$ cat config.mk
export PLATFORM = sky130hd
export DESIGN_NAME = bft_ctrl
export DESIGN_NICKNAME = d
export VERILOG_FILES = /design/src/design/bft_pkg.sv /design/src/design/bft_ctrl.sv
export SDC_FILE = /design/constraint.sdc
export NUM_CORES = 1
export LEC_CHECK = 0
export ABC_CLOCK_PERIOD_IN_PS = 1630
export BUFFER_PORTS_ARGS = -buffer_cell sky130_fd_sc_hd__buf_2
export CELL_PAD_IN_SITES_DETAIL_PLACEMENT = 1
export CELL_PAD_IN_SITES_GLOBAL_PLACEMENT = 2
export CORE_MARGIN = 5
export CORE_UTILIZATION = 27
export DETAILED_ROUTE_END_ITERATION = 7
export GPL_ROUTABILITY_DRIVEN = 0
export PLACE_DENSITY_LB_ADDON = 0.1
export SETUP_SLACK_MARGIN = 0.05
export SLEW_MARGIN = 25
export SYNTH_ARGS = -nofsm -noshare
export SYNTH_HDL_FRONTEND = slang
export SYNTH_SLANG_ARGS = --single-unit
$ cat constraint.sdc
create_clock -name clk -period 1.63 [get_ports clk]
set_input_delay 0.163 -clock clk [delete_from_list [all_inputs] [get_ports clk]]
set_output_delay 0.163 -clock clk [all_outputs]
set_load 0.01 [all_outputs]
$ cat src/design/bft_pkg.sv
package bft_pkg;

  localparam int TABLE_DEPTH = 1024;
  localparam int SLOT_W      = $clog2(TABLE_DEPTH);

  localparam logic [31:0] HASH_SEED = 32'd5381;
  localparam logic [7:0]  PROTO_TCP = 8'd6;
  localparam logic [7:0]  PROTO_UDP = 8'd17;

  typedef enum logic [1:0] {
    ST_CLEAR,
    ST_IDLE,
    ST_LOOKUP
  } bft_state_t;

  typedef struct packed {
    logic              load;
    logic              update;
    logic              clr_wr;
    logic [SLOT_W-1:0] clr_idx;
  } bft_cmd_t;

  typedef struct packed {
    logic proto_ok;
    logic out_free;
  } bft_sts_t;

  typedef struct packed {
    logic        valid;
    logic [31:0] addr_a;
    logic [31:0] addr_b;
    logic [15:0] flow_id;
    logic [31:0] cnt_ab;
    logic [31:0] cnt_ba;
    logic [31:0] cnt_total;
  } bft_entry_t;

endpackage

$ cat src/design/bft_ctrl.sv
module bft_ctrl (
  input  logic              clk,
  input  logic              rst_n,
  input  logic              in_valid,
  output logic              in_stall,
  input  bft_pkg::bft_sts_t sts,
  output bft_pkg::bft_cmd_t cmd
);
  import bft_pkg::*;

  bft_state_t        state_r, state_nxt;
  logic [SLOT_W-1:0] clr_idx_r, clr_idx_nxt;

  always_ff @(posedge clk) begin
    if (!rst_n) begin
      state_r   <= ST_CLEAR;
      clr_idx_r <= '0;
    end else begin
      state_r   <= state_nxt;
      clr_idx_r <= clr_idx_nxt;
    end
  end

  always_comb begin
    state_nxt   = state_r;
    clr_idx_nxt = clr_idx_r;
    in_stall    = 1'b1;
    cmd         = '0;
    cmd.clr_idx = clr_idx_r;
    case (state_r)
      ST_CLEAR: begin
        cmd.clr_wr  = 1'b1;
        clr_idx_nxt = clr_idx_r + 1'b1;
        if (clr_idx_r == SLOT_W'(TABLE_DEPTH - 1)) begin
          state_nxt = ST_IDLE;
        end
      end
      ST_IDLE: begin
        in_stall = 1'b0;
        if (in_valid && sts.proto_ok) begin
          cmd.load  = 1'b1;
          state_nxt = ST_LOOKUP;
        end
      end
      ST_LOOKUP: begin
        if (sts.out_free) begin
          cmd.update = 1'b1;
          state_nxt  = ST_IDLE;
        end
      end
      default: begin
        state_nxt = ST_IDLE;
      end
    endcase
  end

endmodule

# Word-level counts from Yosys, hierarchy flattened
# Index checks and enable logic that the tools add are counted.
dict set report op_classes {
  addsub 1
  eq_ne 6
  n_mux 10
  reduce_logical 3
}
# op count
set ops {}
lappend ops {{$add A10 B1 Y10 const B} 1}
lappend ops {{$eq A10 B10 Y1 const B} 1}
lappend ops {{$mux W1} 6}
lappend ops {{$mux W2} 3}
lappend ops {{$ne A2 B2 Y1 const B} 3}
lappend ops {{$pmux W2 S3} 1}
lappend ops {{$reduce_and A3 Y1} 1}
lappend ops {{$eq A2 B1 Y1 const B} 1}
lappend ops {{$eq A2 B2 Y1 const B} 1}
lappend ops {{$logic_not A2 Y1} 1}
lappend ops {{$logic_and A1 B1 Y1} 1}
dict set report word_totals {
  reg_bits 12
  out_inout_bits 14
  word_cells 22
}

# Longest topological paths before layout
dict set report depth {
  word_depth 3
  depth_mapped 4
  ltp_nobuf 4
}

# Least setup slack after synthesis
# OpenSTA, ideal clock, no wires.
dict set report synth_timing {
  kind {flip-flop to flip-flop}
  from {register clr_idx_r[0]}
  to {register clr_idx_r[8]}
  setup_time_ns 0.072
  t_arrival_ns 1.211
  required_ns 1.558
  path_slack_ns 0.347
  stages_incl_launch_ff 5
  path_buffers 0
  synth_period_minus_slack_ns 1.283
  cell_sequence {dfxtp_1 > ha_1 > nand3_1 > nor4_1 > mux2i_1}
}
dict set report synth_via {
  elab_chain_cells 1
}
# item line
set synth_lines {}
lappend synth_lines {{start, declared} bft_ctrl.sv:12} ;# logic [SLOT_W-1:0] clr_idx_r, clr_idx_nxt;
lappend synth_lines {{start signal, assigned} bft_ctrl.sv:20} ;# clr_idx_r <= clr_idx_nxt;
lappend synth_lines {{$add A10 B1 Y10} bft_ctrl.sv:33} ;# clr_idx_nxt = clr_idx_r + 1'b1;
# No other way between the ends.
# A chain may end at the register's enable or synchronous reset.

# Worst setup path in the final report
dict set report layout_timing {
  from {register clr_idx_r[1]}
  to {register clr_idx_r[8]}
}
# The elaborated chain is that of the path after synthesis.

==> key figures <==
Yosys
  – Seq cells post-synth: 12
  – Adder-Cell Fraction of Synth Area: 2.14%
  – Share of the synthesized area in the top cell type: 41.0%
  – Synthesized area: 586 µm²
  – Largest cells by area after synthesis: dfxtp_1, a21oi_1, mux2i_1
  – Synthesized area per cell: 8.74 µm²
  – Compound-cell area share of the yosys netlist: 12.2%
  – Main combinational cell family by area after synthesis: simple AND/OR/NAND/NOR gates
  – Asr flop ratio synth: 0%
  – Cell with the most instances after synthesis: dfxtp_1
  – EDFF count, synth: 0
  – XOR/XNOR Fraction of Synth Area: 2.99%
  – Top cells by count, synth: dfxtp_1, nand2_1, a21oi_1
  – Multiplexer share of the synthesized area: 5.13%
  – Warnings from Yosys: 0
  – Area leader, netlist: dfxtp_1
  – Mapped Nets: 73
  – Simple-Gate Fraction of Synth Area: 31.6%
  – Cells after synthesis: 67
  – Synth Flop Type: dfxtp_1
  – Seq/Total Area, Yosys: 41.0%
  – Cell variety after synth: 24

Timing
  – Post-route clock period utilization: 86.7%
  – Max_slew headroom: 74.7%
  – Slew Viols, Final: 0
  – Final Skew: 0.00339 ns
  – Final Hold Fails: 0
  – Final setup viols: 0
  – Hold_ws: 0.197 ns
  – Tmin final: 1.41 ns
  – Pin slew with the least headroom to its limit: 0.376 ns
  – Unrepaired setup endpoints after global routing: false
  – Fmax: 708 MHz
  – Post-route setup TNS: 0 ns

Die
  – Die area: 3200 µm²
  – Core Region: 2020 µm²
  – Die W: 56.6 µm
  – # rows: 16
  – IO Pins: 19
  – Height of the die: 56.6 µm
  – Initial core utilization: 29.0%

Worst setup path
  – R2R Path Start: clr_idx_r[1]
  – Critical path startpoint: clr_idx_r[1]
  – Reg2reg end: clr_idx_r[8]
  – Critical Path Slowest Stage Cell: dfxtp_1
  – CP peak stage delay: 0.44 ns
  – WP data arrival: 1.62 ns
  – Crit path launch type: flip-flop
  – Critical setup path kind: flip-flop to flip-flop
  – Critical path depth: 4
  – CP Capture Type: flip-flop
  – Crit path cell chain: ha_1 > nand3_1 > nor4_1 > mux2i_1
  – R2r setup slk: 0.22 ns
  – R2R cell count: 4
  – Crit path max-delay family: simple AND/OR/NAND/NOR gates
  – Crit path required time: 1.84 ns
  – Worst path buffer plus inverter count: 0
  – CP Max Fanout: 5
  – Worst setup path endpoint: clr_idx_r[8]

Cells and area
  – Cell area after layout: 753 µm²
  – Share of cells above drive strength 1: 29.2%
  – Area Growth Syn to Fin: 28.6%
  – N_diodes: 0
  – Final #Nets: 96
  – Layout fillers: 263
  – Seq. cell area: 240 µm²
  – Footprint of the multi-input gates: 319 µm²

Global route
  – Remaining Overflow, GRT: 0
  – Initial antenna violation count: 0
  – Vias in the first global route: 621
  – First-pass GRT wire length: 2800 µm
  – Pin count of the biggest net entering global routing: 9
  – GRT Util Overall: 11.0%

Drt
  – Drc violations: 0
  – Drt pass-1 iters: 1
  – Post-Route WL: 1580 µm
  – 1st-iter DRT viols: 0
  – Routed vias/inst: 4.91
  – Antenna viol nets, final: 0
  – DR WL/cell: 13.6 µm
  – Vias: 570

Run
  – Max Cap Viol: 0

Power
  – Pwr/cell area: 781 nW/µm²
  – VDD IR-drop max: 0.315 mV
  – LEAKAGE: 0.306 nW

Clock network
  – CTS Buf Count: 3
  – Setup bufs post-CTS: 0
  – Clk sink count: 12
  – Worst skew pair latency: 0.27 ns
  – Cts repair resizes: 0
  – TritonCTS clock tree: yes
  – CTS max path bufs: 2
  – Clk slew on worst S/H paths: 0.08 ns
  – Hold-fix buffers, CTS: 0
  – Root buffer cell: clkbuf_4
  – Htree depth: 1

Place
  – DP Wirelength: 1170 µm
  – Placement Cell Area: 714 µm²
  – Port bufs: 18

Hold path
  – Hold path cells: 3
  – Tightest Hold Check Type: input port to flip-flop

Status
  – Status: complete, no violations
-- registers in the layout, indices dropped and copies added (netlist names) --
signal / flops
state_r: 2
clr_idx_r: 10
-- cell families (layout without fill, tap and decap cells) --
family | count (synthesis) | count (layout)
AND/OR/NAND/NOR | 30 | 30
multiplexers | 3 | 3
XOR/XNOR | 2 | 2
adder cells (fa/ha/maj) | 1 | 1
buffers and inverters | 7 | 29
flip-flops | 12 | 12
AO/OA/AOI/OAI | 12 | 12
-- worst min-delay path by stage --
stage	startpoint	to	slack, ns
CTS	rst_n	clr_idx_r[8]	0.19
global placement	clr_idx_r[8]	clr_idx_r[8]	0.46
detailed placement	clr_idx_r[8]	clr_idx_r[8]	0.47
floorplan	rst_n	state_r[0]	0.31
finish	rst_n	clr_idx_r[8]	0.20
global route	rst_n	clr_idx_r[8]	0.21
-- per-stage QoR --
| stage | std cells | utilization (%) | power [mW] | worst slack [ns] |
|---|---|---|---|---|
| 5_1_grt | 116 | 37.3 | 0.619 | 0.0591 |
| 3_5_place_dp | 112 | 35.3 | 0.358 | 0.208 |
| 3_3_place_gp | 112 | 35.3 | 0.357 | 0.230 |
| 2_1_floorplan | 67 | - | 0.338 | 0.347 |
| 4_1_cts | 116 | 37.1 | 0.603 | 0.122 |
| 6_report | 116 | 37.3 | 0.588 | 0.217 |
-- cells in the final DEF, fill, tap and decap left out, drive strengths merged --
| master | synthesis | routed |
|---|---|---|
| mux2i | 3 | 3 |
| a21oi | 6 | 6 |
| nand4bb | 1 | 1 |
| clkbuf | 0 | 4 |
| nand4 | 1 | 1 |
| nor2 | 5 | 5 |
| nor3b | 1 | 1 |
| or3 | 1 | 1 |
| nor4 | 3 | 3 |
| inv | 5 | 5 |
| nand2 | 8 | 8 |
| or4 | 2 | 2 |
| and4b | 1 | 1 |
| buf | 2 | 20 |
| and3 | 1 | 1 |
| dfxtp | 12 | 12 |
| xnor2 | 2 | 2 |
| and3b | 1 | 1 |
| o21ai | 2 | 2 |
| nand3b | 1 | 1 |
| nand2b | 2 | 2 |
| o31ai | 3 | 3 |
| o41ai | 1 | 1 |
| ha | 1 | 1 |
| nand3 | 2 | 2 |
-- report_power, final --
group,switching (mW),total (mW),internal [mW]
sequential,0.00986,0.309,0.299
clock,0.103,0.238,0.136
combinational,0.0225,0.0410,0.0185
-- per-layer routing --
layer | GRT usage, % | wire (µm)
met5 | 0 | 0
met4 | 6.10 | 14
met3 | 2.75 | 81
met2 | 16.7 | 728
met1 | 14.0 | 752
-- cell type report --
type / count / share of cell area (%)
inverters: 5 / 2.49
clock buffers: 4 / 4.82
repair buffers: 20 / 14.0
flip-flops and latches: 12 / 31.9
multi-input cells: 48 / 42.4
well taps: 27 / 4.49
-- worst register-to-register path: stages (launching register included) --
cell	delay [ns]
dfxtp_1	0.44
ha_1	0.20
nand3_1	0.17
nor4_1	0.33
mux2i_1	0.22
Note: power is estimated with default switching activity, not from simulation.
